[src/design/afoc_pkg.sv]
// ----------------------------------------------------------------------------
// afoc_pkg - shared types and constants of the frame offset calibrator
// Field widths, lane control group and beat kind codes.
// ----------------------------------------------------------------------------
package afoc_pkg;

   localparam int MAX_CH = 8;
   localparam int RAW_W  = 24;
   localparam int OUT_W  = 25;
   localparam int SUM_W  = 40;
   localparam int CNT_W  = 16;

   localparam logic KIND_DATA = 1'b0;
   localparam logic KIND_CAL  = 1'b1;

   typedef logic [RAW_W-1:0]        raw_type;
   typedef logic signed [RAW_W-1:0] offset_type;
   typedef logic signed [OUT_W-1:0] out_type;
   typedef logic signed [SUM_W-1:0] sum_type;
   typedef logic [SUM_W-1:0]        mag_type;
   typedef logic [CNT_W-1:0]        cnt_type;

   typedef struct packed {
      logic clear;
      logic accumulate;
      logic start_div;
   } lane_ctrl_type;

endpackage

[src/design/afoc_channels.sv]
// ----------------------------------------------------------------------------
// afoc channels - frame request and corrected frame response interfaces
// Valid/ready channels; a beat moves when valid and ready are both high.
// ----------------------------------------------------------------------------
interface afoc_req_if;
   logic               valid;
   logic               ready;
   logic               kind;
   afoc_pkg::raw_type  ch0_raw;
   afoc_pkg::raw_type  ch1_raw;
   afoc_pkg::raw_type  ch2_raw;
   afoc_pkg::raw_type  ch3_raw;
   afoc_pkg::raw_type  ch4_raw;
   afoc_pkg::raw_type  ch5_raw;
   afoc_pkg::raw_type  ch6_raw;
   afoc_pkg::raw_type  ch7_raw;

   modport source (output valid, kind, ch0_raw, ch1_raw, ch2_raw, ch3_raw,
                   ch4_raw, ch5_raw, ch6_raw, ch7_raw, input ready);
   modport sink   (input valid, kind, ch0_raw, ch1_raw, ch2_raw, ch3_raw,
                   ch4_raw, ch5_raw, ch6_raw, ch7_raw, output ready);
endinterface

interface afoc_rsp_if;
   logic               valid;
   logic               ready;
   afoc_pkg::out_type  ch0_out;
   afoc_pkg::out_type  ch1_out;
   afoc_pkg::out_type  ch2_out;
   afoc_pkg::out_type  ch3_out;
   afoc_pkg::out_type  ch4_out;
   afoc_pkg::out_type  ch5_out;
   afoc_pkg::out_type  ch6_out;
   afoc_pkg::out_type  ch7_out;
   logic               in_calibration;
   logic               offsets_updated;

   modport source (output valid, ch0_out, ch1_out, ch2_out, ch3_out, ch4_out,
                   ch5_out, ch6_out, ch7_out, in_calibration, offsets_updated,
                   input ready);
   modport sink   (input valid, ch0_out, ch1_out, ch2_out, ch3_out, ch4_out,
                   ch5_out, ch6_out, ch7_out, in_calibration, offsets_updated,
                   output ready);
endinterface

[src/design/afoc_div.sv]
// ----------------------------------------------------------------------------
// afoc_div - iterative unsigned divider
// Restoring division, one quotient bit per cycle over the full sum width.
// ----------------------------------------------------------------------------
module afoc_div (
   input  logic                          clock,
   input  logic                          reset,
   input  logic                          start,
   input  afoc_pkg::mag_type             dividend,
   input  afoc_pkg::cnt_type             divisor,
   output logic [afoc_pkg::RAW_W-1:0]    quotient,
   output logic                          busy,
   output logic                          done
);

   localparam int STEP_W = $clog2(afoc_pkg::SUM_W);

   afoc_pkg::mag_type  quo_ff, quo_in;
   afoc_pkg::cnt_type  rem_ff, rem_in;
   logic [STEP_W-1:0]  step_ff, step_in;
   logic               busy_ff, busy_in;
   logic               done_ff, done_in;
   logic [afoc_pkg::CNT_W:0] shifted;
   logic               fits;

   always_comb begin
      shifted = {rem_ff, quo_ff[afoc_pkg::SUM_W-1]};
      fits    = shifted >= {1'b0, divisor};
      quo_in  = quo_ff;
      rem_in  = rem_ff;
      step_in = step_ff;
      busy_in = busy_ff;
      done_in = 1'b0;
      if (start) begin
         quo_in  = dividend;
         rem_in  = '0;
         step_in = STEP_W'(afoc_pkg::SUM_W - 1);
         busy_in = 1'b1;
      end else if (busy_ff) begin
         quo_in = {quo_ff[afoc_pkg::SUM_W-2:0], fits};
         rem_in = fits ? afoc_pkg::CNT_W'(shifted - {1'b0, divisor})
                       : shifted[afoc_pkg::CNT_W-1:0];
         if (step_ff == '0) begin
            busy_in = 1'b0;
            done_in = 1'b1;
         end else begin
            step_in = step_ff - 1'b1;
         end
      end
   end

   always_ff @(posedge clock) begin
      if (reset) begin
         busy_ff <= 1'b0;
         done_ff <= 1'b0;
      end else begin
         busy_ff <= busy_in;
         done_ff <= done_in;
      end
      quo_ff  <= quo_in;
      rem_ff  <= rem_in;
      step_ff <= step_in;
   end

   assign quotient = quo_ff[afoc_pkg::RAW_W-1:0];
   assign busy     = busy_ff;
   assign done     = done_ff;

endmodule

[src/design/afoc_lane.sv]
// ----------------------------------------------------------------------------
// afoc_lane - one channel of the calibrator
// Offset subtraction, calibration sum and the offset divider of one channel.
// ----------------------------------------------------------------------------
module afoc_lane (
   input  logic                     clock,
   input  logic                     reset,
   input  afoc_pkg::lane_ctrl_type  ctrl,
   input  afoc_pkg::raw_type        raw,
   input  afoc_pkg::cnt_type        divisor,
   output afoc_pkg::out_type        diff,
   output logic                     busy
);

   afoc_pkg::sum_type     sum_ff, sum_in;
   afoc_pkg::offset_type  offset_ff, offset_in;
   logic                  neg_ff, neg_in;
   afoc_pkg::mag_type     magnitude;
   logic [afoc_pkg::RAW_W-1:0] quotient;
   logic                  div_busy;
   logic                  div_done;

   assign diff = $signed({raw[afoc_pkg::RAW_W-1], raw})
               - $signed({offset_ff[afoc_pkg::RAW_W-1], offset_ff});

   assign magnitude = sum_ff[afoc_pkg::SUM_W-1] ? afoc_pkg::mag_type'(-sum_ff)
                                                : afoc_pkg::mag_type'(sum_ff);

   afoc_div u_div (
      .clock    (clock),
      .reset    (reset),
      .start    (ctrl.start_div),
      .dividend (magnitude),
      .divisor  (divisor),
      .quotient (quotient),
      .busy     (div_busy),
      .done     (div_done)
   );

   always_comb begin
      sum_in    = sum_ff;
      offset_in = offset_ff;
      neg_in    = neg_ff;
      if (ctrl.clear) begin
         sum_in    = '0;
         offset_in = '0;
      end else if (ctrl.accumulate) begin
         sum_in = sum_ff + {{(afoc_pkg::SUM_W-afoc_pkg::OUT_W){diff[afoc_pkg::OUT_W-1]}},
                            diff};
      end
      if (ctrl.start_div) begin
         neg_in = sum_ff[afoc_pkg::SUM_W-1];
      end
      if (div_done) begin
         offset_in = neg_ff ? afoc_pkg::offset_type'(-quotient)
                            : afoc_pkg::offset_type'(quotient);
      end
   end

   always_ff @(posedge clock) begin
      if (reset) begin
         sum_ff    <= '0;
         offset_ff <= '0;
      end else begin
         sum_ff    <= sum_in;
         offset_ff <= offset_in;
      end
      neg_ff <= neg_in;
   end

   assign busy = div_busy || div_done;

endmodule

[src/design/afoc_merge.sv]
// ----------------------------------------------------------------------------
// afoc_merge - response stage
// Collects the lane results and status flags into the registered response beat.
// ----------------------------------------------------------------------------
module afoc_merge (
   input  logic               clock,
   input  logic               reset,
   input  logic               load,
   input  afoc_pkg::out_type  diff [afoc_pkg::MAX_CH],
   input  logic               in_calibration,
   input  logic               offsets_updated,
   output logic               space,
   afoc_rsp_if.source         rsp_chan
);

   logic               valid_ff, valid_in;
   afoc_pkg::out_type  data_ff [afoc_pkg::MAX_CH];
   logic               cal_ff;
   logic               upd_ff;

   assign space = !valid_ff || rsp_chan.ready;

   always_comb begin
      valid_in = valid_ff;
      if (load) begin
         valid_in = 1'b1;
      end else if (rsp_chan.ready) begin
         valid_in = 1'b0;
      end
   end

   always_ff @(posedge clock) begin
      if (reset) begin
         valid_ff <= 1'b0;
      end else begin
         valid_ff <= valid_in;
      end
      if (load) begin
         data_ff <= diff;
         cal_ff  <= in_calibration;
         upd_ff  <= offsets_updated;
      end
   end

   assign rsp_chan.valid           = valid_ff;
   assign rsp_chan.ch0_out         = data_ff[0];
   assign rsp_chan.ch1_out         = data_ff[1];
   assign rsp_chan.ch2_out         = data_ff[2];
   assign rsp_chan.ch3_out         = data_ff[3];
   assign rsp_chan.ch4_out         = data_ff[4];
   assign rsp_chan.ch5_out         = data_ff[5];
   assign rsp_chan.ch6_out         = data_ff[6];
   assign rsp_chan.ch7_out         = data_ff[7];
   assign rsp_chan.in_calibration  = cal_ff;
   assign rsp_chan.offsets_updated = upd_ff;

endmodule

[src/design/adc_frame_offset_calibrator_core.sv]
// ----------------------------------------------------------------------------
// adc_frame_offset_calibrator_core - per-channel offset removal and calibration
// Subtracts a stored offset from each channel of a frame; averages frames to
// learn the offsets on request.
// ----------------------------------------------------------------------------
// req_chan takes one beat per frame: kind selects a data frame or a start of
// calibration. A data frame returns one rsp_chan beat holding each channel
// minus its offset plus two flags; a start beat returns nothing, clears all
// offsets and sums and opens a calibration of csr_write_data frames (written
// through csr_write_en while idle, reset value 1, zero acts as one).
// A data frame is answered in the cycle after acceptance from the response
// register, and frames are taken every cycle while that register drains and
// no divider is busy. The frame that closes a calibration starts each used
// lane's divider, restoring division one bit per cycle over the 40-bit sums:
// req_chan.ready stays low until they finish, then the new offsets apply.
// Reset clears offsets, sums, the frame count and calibration, and sets the
// calibration length to 1. When rsp_chan stalls with a beat waiting,
// req_chan.ready drops until the beat is taken; no beat is dropped.
// ----------------------------------------------------------------------------
module adc_frame_offset_calibrator_core #(
   parameter int CHANNELS = 8
) (
   input  logic                      clock,
   input  logic                      reset,
   afoc_req_if.sink                  req_chan,
   afoc_rsp_if.source                rsp_chan,
   input  logic                      csr_write_en,
   input  afoc_pkg::cnt_type         csr_write_data
);

   afoc_pkg::cnt_type  cal_samples_ff, cal_samples_in;
   afoc_pkg::cnt_type  frames_ff, frames_in;
   logic               calibrating_ff, calibrating_in;
   logic               div_pend_ff, div_pend_in;

   afoc_pkg::raw_type  raw [afoc_pkg::MAX_CH];
   afoc_pkg::out_type  diff [afoc_pkg::MAX_CH];
   logic [afoc_pkg::MAX_CH-1:0] lane_busy;
   afoc_pkg::lane_ctrl_type ctrl;
   afoc_pkg::cnt_type  frames_next;
   logic               accept;
   logic               is_data;
   logic               summed;
   logic               updated;
   logic               space;
   logic               busy;

   assign raw[0] = req_chan.ch0_raw;
   assign raw[1] = req_chan.ch1_raw;
   assign raw[2] = req_chan.ch2_raw;
   assign raw[3] = req_chan.ch3_raw;
   assign raw[4] = req_chan.ch4_raw;
   assign raw[5] = req_chan.ch5_raw;
   assign raw[6] = req_chan.ch6_raw;
   assign raw[7] = req_chan.ch7_raw;

   assign busy           = div_pend_ff || (|lane_busy);
   assign req_chan.ready = !busy && space;
   assign accept         = req_chan.valid && req_chan.ready;
   assign is_data        = req_chan.kind == afoc_pkg::KIND_DATA;

   always_comb begin
      frames_next    = (frames_ff == '1) ? frames_ff : frames_ff + 1'b1;
      cal_samples_in = csr_write_en ? csr_write_data : cal_samples_ff;
      frames_in      = frames_ff;
      calibrating_in = calibrating_ff;
      div_pend_in    = 1'b0;
      summed         = 1'b0;
      updated        = 1'b0;
      ctrl           = '0;
      ctrl.start_div = div_pend_ff;
      if (accept) begin
         if (!is_data) begin
            ctrl.clear     = 1'b1;
            frames_in      = '0;
            calibrating_in = 1'b1;
         end else if (calibrating_ff) begin
            summed          = 1'b1;
            ctrl.accumulate = 1'b1;
            frames_in       = frames_next;
            if (frames_next >= cal_samples_ff) begin
               calibrating_in = 1'b0;
               div_pend_in    = 1'b1;
               updated        = 1'b1;
            end
         end
      end
   end

   always_ff @(posedge clock) begin
      if (reset) begin
         cal_samples_ff <= afoc_pkg::CNT_W'(1);
         frames_ff      <= '0;
         calibrating_ff <= 1'b0;
         div_pend_ff    <= 1'b0;
      end else begin
         cal_samples_ff <= cal_samples_in;
         frames_ff      <= frames_in;
         calibrating_ff <= calibrating_in;
         div_pend_ff    <= div_pend_in;
      end
   end

   for (genvar g = 0; g < afoc_pkg::MAX_CH; g++) begin : g_lane
      if (g < CHANNELS) begin : g_used
         afoc_lane u_lane (
            .clock   (clock),
            .reset   (reset),
            .ctrl    (ctrl),
            .raw     (raw[g]),
            .divisor (frames_ff),
            .diff    (diff[g]),
            .busy    (lane_busy[g])
         );
      end else begin : g_unused
         assign diff[g]      = '0;
         assign lane_busy[g] = 1'b0;
      end
   end

   afoc_merge u_merge (
      .clock           (clock),
      .reset           (reset),
      .load            (accept && is_data),
      .diff            (diff),
      .in_calibration  (summed),
      .offsets_updated (updated),
      .space           (space),
      .rsp_chan        (rsp_chan)
   );

endmodule
[src/flat_wrapper.sv]
// flat-port wrapper written by rule: the top's interface ports become plain ports
module adc_frame_offset_calibrator_core_flat 
#(
   parameter int CHANNELS = 8
)
  (clock, reset, csr_write_en, csr_write_data, req_chan_valid, req_chan_kind, req_chan_ch0_raw, req_chan_ch1_raw, req_chan_ch2_raw, req_chan_ch3_raw, req_chan_ch4_raw, req_chan_ch5_raw, req_chan_ch6_raw, req_chan_ch7_raw, req_chan_ready, rsp_chan_valid, rsp_chan_ch0_out, rsp_chan_ch1_out, rsp_chan_ch2_out, rsp_chan_ch3_out, rsp_chan_ch4_out, rsp_chan_ch5_out, rsp_chan_ch6_out, rsp_chan_ch7_out, rsp_chan_in_calibration, rsp_chan_offsets_updated, rsp_chan_ready);
  afoc_req_if req_chan_i ();
  afoc_rsp_if rsp_chan_i ();
  input  logic clock;
  input  logic reset;
  input  logic csr_write_en;
  input  afoc_pkg::cnt_type csr_write_data;
  input wire logic [$bits(req_chan_i.valid)-1:0] req_chan_valid;
  input wire logic [$bits(req_chan_i.kind)-1:0] req_chan_kind;
  input wire logic [$bits(req_chan_i.ch0_raw)-1:0] req_chan_ch0_raw;
  input wire logic [$bits(req_chan_i.ch1_raw)-1:0] req_chan_ch1_raw;
  input wire logic [$bits(req_chan_i.ch2_raw)-1:0] req_chan_ch2_raw;
  input wire logic [$bits(req_chan_i.ch3_raw)-1:0] req_chan_ch3_raw;
  input wire logic [$bits(req_chan_i.ch4_raw)-1:0] req_chan_ch4_raw;
  input wire logic [$bits(req_chan_i.ch5_raw)-1:0] req_chan_ch5_raw;
  input wire logic [$bits(req_chan_i.ch6_raw)-1:0] req_chan_ch6_raw;
  input wire logic [$bits(req_chan_i.ch7_raw)-1:0] req_chan_ch7_raw;
  output wire logic [$bits(req_chan_i.ready)-1:0] req_chan_ready;
  output wire logic [$bits(rsp_chan_i.valid)-1:0] rsp_chan_valid;
  output wire logic [$bits(rsp_chan_i.ch0_out)-1:0] rsp_chan_ch0_out;
  output wire logic [$bits(rsp_chan_i.ch1_out)-1:0] rsp_chan_ch1_out;
  output wire logic [$bits(rsp_chan_i.ch2_out)-1:0] rsp_chan_ch2_out;
  output wire logic [$bits(rsp_chan_i.ch3_out)-1:0] rsp_chan_ch3_out;
  output wire logic [$bits(rsp_chan_i.ch4_out)-1:0] rsp_chan_ch4_out;
  output wire logic [$bits(rsp_chan_i.ch5_out)-1:0] rsp_chan_ch5_out;
  output wire logic [$bits(rsp_chan_i.ch6_out)-1:0] rsp_chan_ch6_out;
  output wire logic [$bits(rsp_chan_i.ch7_out)-1:0] rsp_chan_ch7_out;
  output wire logic [$bits(rsp_chan_i.in_calibration)-1:0] rsp_chan_in_calibration;
  output wire logic [$bits(rsp_chan_i.offsets_updated)-1:0] rsp_chan_offsets_updated;
  input wire logic [$bits(rsp_chan_i.ready)-1:0] rsp_chan_ready;
  assign req_chan_i.valid = req_chan_valid;
  assign req_chan_i.kind = req_chan_kind;
  assign req_chan_i.ch0_raw = req_chan_ch0_raw;
  assign req_chan_i.ch1_raw = req_chan_ch1_raw;
  assign req_chan_i.ch2_raw = req_chan_ch2_raw;
  assign req_chan_i.ch3_raw = req_chan_ch3_raw;
  assign req_chan_i.ch4_raw = req_chan_ch4_raw;
  assign req_chan_i.ch5_raw = req_chan_ch5_raw;
  assign req_chan_i.ch6_raw = req_chan_ch6_raw;
  assign req_chan_i.ch7_raw = req_chan_ch7_raw;
  assign req_chan_ready = req_chan_i.ready;
  assign rsp_chan_valid = rsp_chan_i.valid;
  assign rsp_chan_ch0_out = rsp_chan_i.ch0_out;
  assign rsp_chan_ch1_out = rsp_chan_i.ch1_out;
  assign rsp_chan_ch2_out = rsp_chan_i.ch2_out;
  assign rsp_chan_ch3_out = rsp_chan_i.ch3_out;
  assign rsp_chan_ch4_out = rsp_chan_i.ch4_out;
  assign rsp_chan_ch5_out = rsp_chan_i.ch5_out;
  assign rsp_chan_ch6_out = rsp_chan_i.ch6_out;
  assign rsp_chan_ch7_out = rsp_chan_i.ch7_out;
  assign rsp_chan_in_calibration = rsp_chan_i.in_calibration;
  assign rsp_chan_offsets_updated = rsp_chan_i.offsets_updated;
  assign rsp_chan_i.ready = rsp_chan_ready;
  adc_frame_offset_calibrator_core #(.CHANNELS(CHANNELS)) u_core (.clock(clock), .reset(reset), .req_chan(req_chan_i), .rsp_chan(rsp_chan_i), .csr_write_en(csr_write_en), .csr_write_data(csr_write_data));
endmodule
[config.mk]
export PLATFORM = sky130hd
export DESIGN_NAME = adc_frame_offset_calibrator_core_flat
export DESIGN_NICKNAME = d
export VERILOG_FILES = /design/src/design/afoc_pkg.sv /design/src/design/afoc_channels.sv /design/src/design/afoc_div.sv /design/src/design/afoc_lane.sv /design/src/design/afoc_merge.sv /design/src/design/adc_frame_offset_calibrator_core.sv /design/src/flat_wrapper.sv
export SDC_FILE = /design/constraint.sdc
export NUM_CORES = 2
export LEC_CHECK = 0
export BUFFER_PORTS_ARGS = -buffer_cell sky130_fd_sc_hd__buf_2
export CAP_MARGIN = 15
export CORE_MARGIN = 1.5
export CORE_UTILIZATION = 45
export DETAILED_ROUTE_END_ITERATION = 6
export PLACE_DENSITY_LB_ADDON = 0.12
export REMOVE_ABC_BUFFERS = 1
export SYNTH_ARGS = -nofsm -noshare
export SYNTH_HDL_FRONTEND = slang
export SYNTH_HIERARCHICAL = 1
export SYNTH_SLANG_ARGS = --single-unit
export TNS_END_PERCENT = 50
[constraint.sdc]
create_clock -name clock -period 26.3 [get_ports clock]
set_input_delay 2.63 -clock clock [delete_from_list [all_inputs] [get_ports clock]]
set_output_delay 2.63 -clock clock [all_outputs]
set_load 0.05 [all_outputs]
==> summary.md <==
| Metric | Value |
|---|---|
| Antenna viol nets, final | 0 |
| Die width | 460 µm |
| Slew headroom | 24.1% |
| Vias per cell | 5.70 |
| PortBufs | 417 |
| Post-synth top area share | 16.9% |
| Largest cells by area after synthesis | edfxtp_1, dfxtp_1, ha_1 |
| P&R area growth vs syn | 8.89% |
| CP Capture Type | register |
| F_max | 129 MHz |
| CP Launch Type | input port |
| Initial Util | 45.3% |
| Post-synth top cells | nor2_1, a21oi_1, xnor2_1 |
| Sequential area share after synthesis | 32.7% |
| Crit path arrival time | 8480 ps |
| Most frequent cell after synthesis | nor2_1 |
| Row cnt | 167 |
| CTS Sinks | 1269 |
| Synth Cell Area | 94000 µm² |
| Clock Tree Buf Depth | 3 |
| Worst-skew pair later-pin latency | 810 ps |
| Post-CTS Setup Bufs | 0 |
| Tcrit/Tclk final | 29.4% |
| Worst-path clk slew | 60 ps |
| RSZ-0062 raised after global routing | false |
| Crit-path max FO | 4 |
| Yosys warnings | 6 |
| Die height | 460 µm |
| Largest net degree at the start of global routing | 86 |
| Outcome | finished, final reports clean |
| Cell count after synthesis | 10700 |
| Yosys reg bits | 1269 |
| Number of max-cap violations | 0 |
| Final setup fails | 0 |
| Most area-hungry cell type in the Yosys netlist | edfxtp_1 |
| Distinct cells, synth | 114 |
| Fraction of registers with async set/reset | 0% |
| Worst path slowest cell | or4b_2 |
| Initial drt markers | 5269 |
| H-tree levels | 4 |
| Cts repair resizes | 0 |
| Slew @ Worst Pin | 1140 ps |
| CORE AREA | 207000 µm² |
| CTS tree | done |
| CTS Buf Count | 157 |
| Final nets | 11600 |
| Hold Vio Cnt, Final | 0 |
| Hold Path Class | reg -> reg |
| Pins Over Slew Limit | 0 |
| Pre-CTS setup slack | 17840 ps |
| Drt wl/cell | 19.1 µm |
| Root buf cell | clkbuf_16 |
| Fraction of layout cells with a size suffix above 1 | 11.3% |
| Min cycle time layout | 7740 ps |
| Critical path required time | 27040 ps |
| Hpwl dp | 190 mm |
| Leakage power | 40.7 nW |
| Drt pass-1 iters | 6 |
| Predominant post-synthesis flop cell | dfxtp_1 |
| Final TNS setup | 0 ps |
| GRT overflow | 0 |
| Die Area | 212000 µm² |
| CP cell instances | buf_2 -> inv_1 -> ha_1 -> fa_1 -> nor2b_1 -> o31ai_1 -> a211oi_1 -> o21ai_0 -> a21boi_0 -> o21a_1 -> o41a_1 -> or4b_2 -> nand3_1 -> ha_1 -> nand2_1 -> o21ai_0 -> o211ai_1 -> nand2_1 -> a31oi_1 -> o41ai_1 -> a21oi_1 -> or4b_2 -> nand3_1 |
| Routability Congestion | 0.900 |
| CP max stage delay | 620 ps |
| Final std cells w/o fill | 13600 |
| Hold-fix buffers, CTS | 0 |
| Top-level port count | 418 |
| Vias in the first global route | 73700 |
| Initial antenna violation count | 10 |
| Routed WL | 260 mm |
| Global-route wire length before repair | 411 mm |
| Via count | 77600 |
| DRC | 0 |
| P per Cell Area | 53.3 nW/µm² |
| Layout Skew | 31.2 ps |
| Tot GR Track Use | 23.8% |
| Total power | 0.00546 W |
| Post-synth EDFFs | 530 |
| Syn Area/Cell | 8.82 µm² |
| Critical path class | in -> reg |
| Maximum vdd drop | 76.0 µV |
| Post-Place Cells | 13300 |
| Post-route setup slack | 18560 ps |
[flip-flops by register name, summed over array words and instances (netlist names), 25 cells and up]
signal	count
u_core/g_lane.g_used.u_lane/u_div/quo_ff	320
u_core/u_merge/rsp_chan.ch7_out	25
u_core/u_merge/rsp_chan.ch3_out	25
u_core/u_merge/rsp_chan.ch0_out	25
u_core/g_lane.g_used.u_lane/u_div/rem_ff	128
u_core/g_lane.g_used.u_lane/u_div/step_ff	48
u_core/g_lane.g_used.u_lane/sum_ff	320
u_core/u_merge/rsp_chan.ch2_out	25
u_core/u_merge/rsp_chan.ch1_out	25
u_core/u_merge/rsp_chan.ch4_out	25
u_core/g_lane.g_used.u_lane/offset_ff	192
u_core/u_merge/rsp_chan.ch6_out	25
u_core/u_merge/rsp_chan.ch5_out	25
[cell usage in the layout (no fill, tap or decap), drive strengths merged, types with 107 or more instances in the layout]
cell type    n
nor2       960
a21oi      829
xnor2      779
dfxtp      739
nand2      694
ha         682
inv        573
o21ai      558
edfxtp     530
buf        482
nor3       357
mux2       329
a21o       294
mux2i      292
clkbuf     225
xor2       210
nand3      195
a211oi     193
nand2b     157
o31ai      139
or3        124
o21a       107
[cell families after synthesis]
kind of cell | count (synthesis) | share of synthesized area [%]
xor+xnor | 989 | 9.21
buf+inv | 1176 | 5.64
mux | 621 | 7.05
simple gates | 3149 | 16.8
compound gates | 2743 | 19.0
flops | 1269 | 32.7
fa+ha+maj | 706 | 9.59
[path summary, 6_finish.rpt]
| check | startpoint | to | slack (ps) | cells after the start |
|---|---|---|---|---|
| worst max-delay path | req_chan_ch7_raw[0] | u_core/g_lane[7].g_used.u_lane/sum_ff[37]$_SDFFE_PP0P_ | 18560 | 23 |
| worst max register to register | u_core/g_lane[7].g_used.u_lane/offset_ff[0]$_SDFFE_PP0P_ | u_core/g_lane[7].g_used.u_lane/sum_ff[37]$_SDFFE_PP0P_ | 20320 | 21 |
| worst min-delay path | u_core/g_lane[1].g_used.u_lane/u_div/rem_ff[15]$_SDFFE_PP0P_ | u_core/g_lane[1].g_used.u_lane/u_div/rem_ff[15]$_SDFFE_PP0P_ | 460 | 2 |
| worst min register to register | u_core/g_lane[1].g_used.u_lane/u_div/rem_ff[15]$_SDFFE_PP0P_ | u_core/g_lane[1].g_used.u_lane/u_div/rem_ff[15]$_SDFFE_PP0P_ | 460 | 2 |
[per-stage QoR]
| step | cell area, µm² | hold slack (ps) | util [%] |
|---|---|---|---|
| after floorplan | 90800 | 435 | - |
| after global placement | 97000 | 448 | 46.8 |
| after detailed placement | 97000 | 456 | 46.8 |
| after CTS | 102000 | 465 | 49.4 |
| after global routing | 102000 | 475 | 49.4 |
| final | 102000 | 459 | 49.4 |
[routing by layer]
metal  up-vias  track usage [%]  routed length [µm]
met5         -                0                  13
met1     37100             34.6              129000
met4         2             5.84                5480
met2      1586             37.3              114000
li1      38600                -                   -
met3       273             2.75               11000
[power by group]
| part | switching (W) | total [W] | internal [W] |
|---|---|---|---|
| logic | 0.000658 | 0.00106 | 0.000401 |
| clock network | 0.000907 | 0.00225 | 0.00134 |
| registers | 0.0000430 | 0.00215 | 0.00211 |
| total | 0.00161 | 0.00546 | 0.00385 |
[layout make-up]
class | count | area (µm²)
diodes | 6 | 15.0
clock buffers | 225 | 4540
clock inverters | 67 | 795
fillers | 19800 | 105000
inverters | 573 | 2160
multi-input cells | 8208 | 58000
flip-flops and latches | 1269 | 30700
well taps | 2788 | 3490
repair buffers | 482 | 2600
[worst max-delay path: cells and delay by family]
family                     cells  cell delay [ps]
adders and majority gates      3              660
buffers and inverters          2              220
AOI/OAI and AO/OA             11             3180
and+or+nand+nor                7             1770
(Power assumes the default switching activity.)
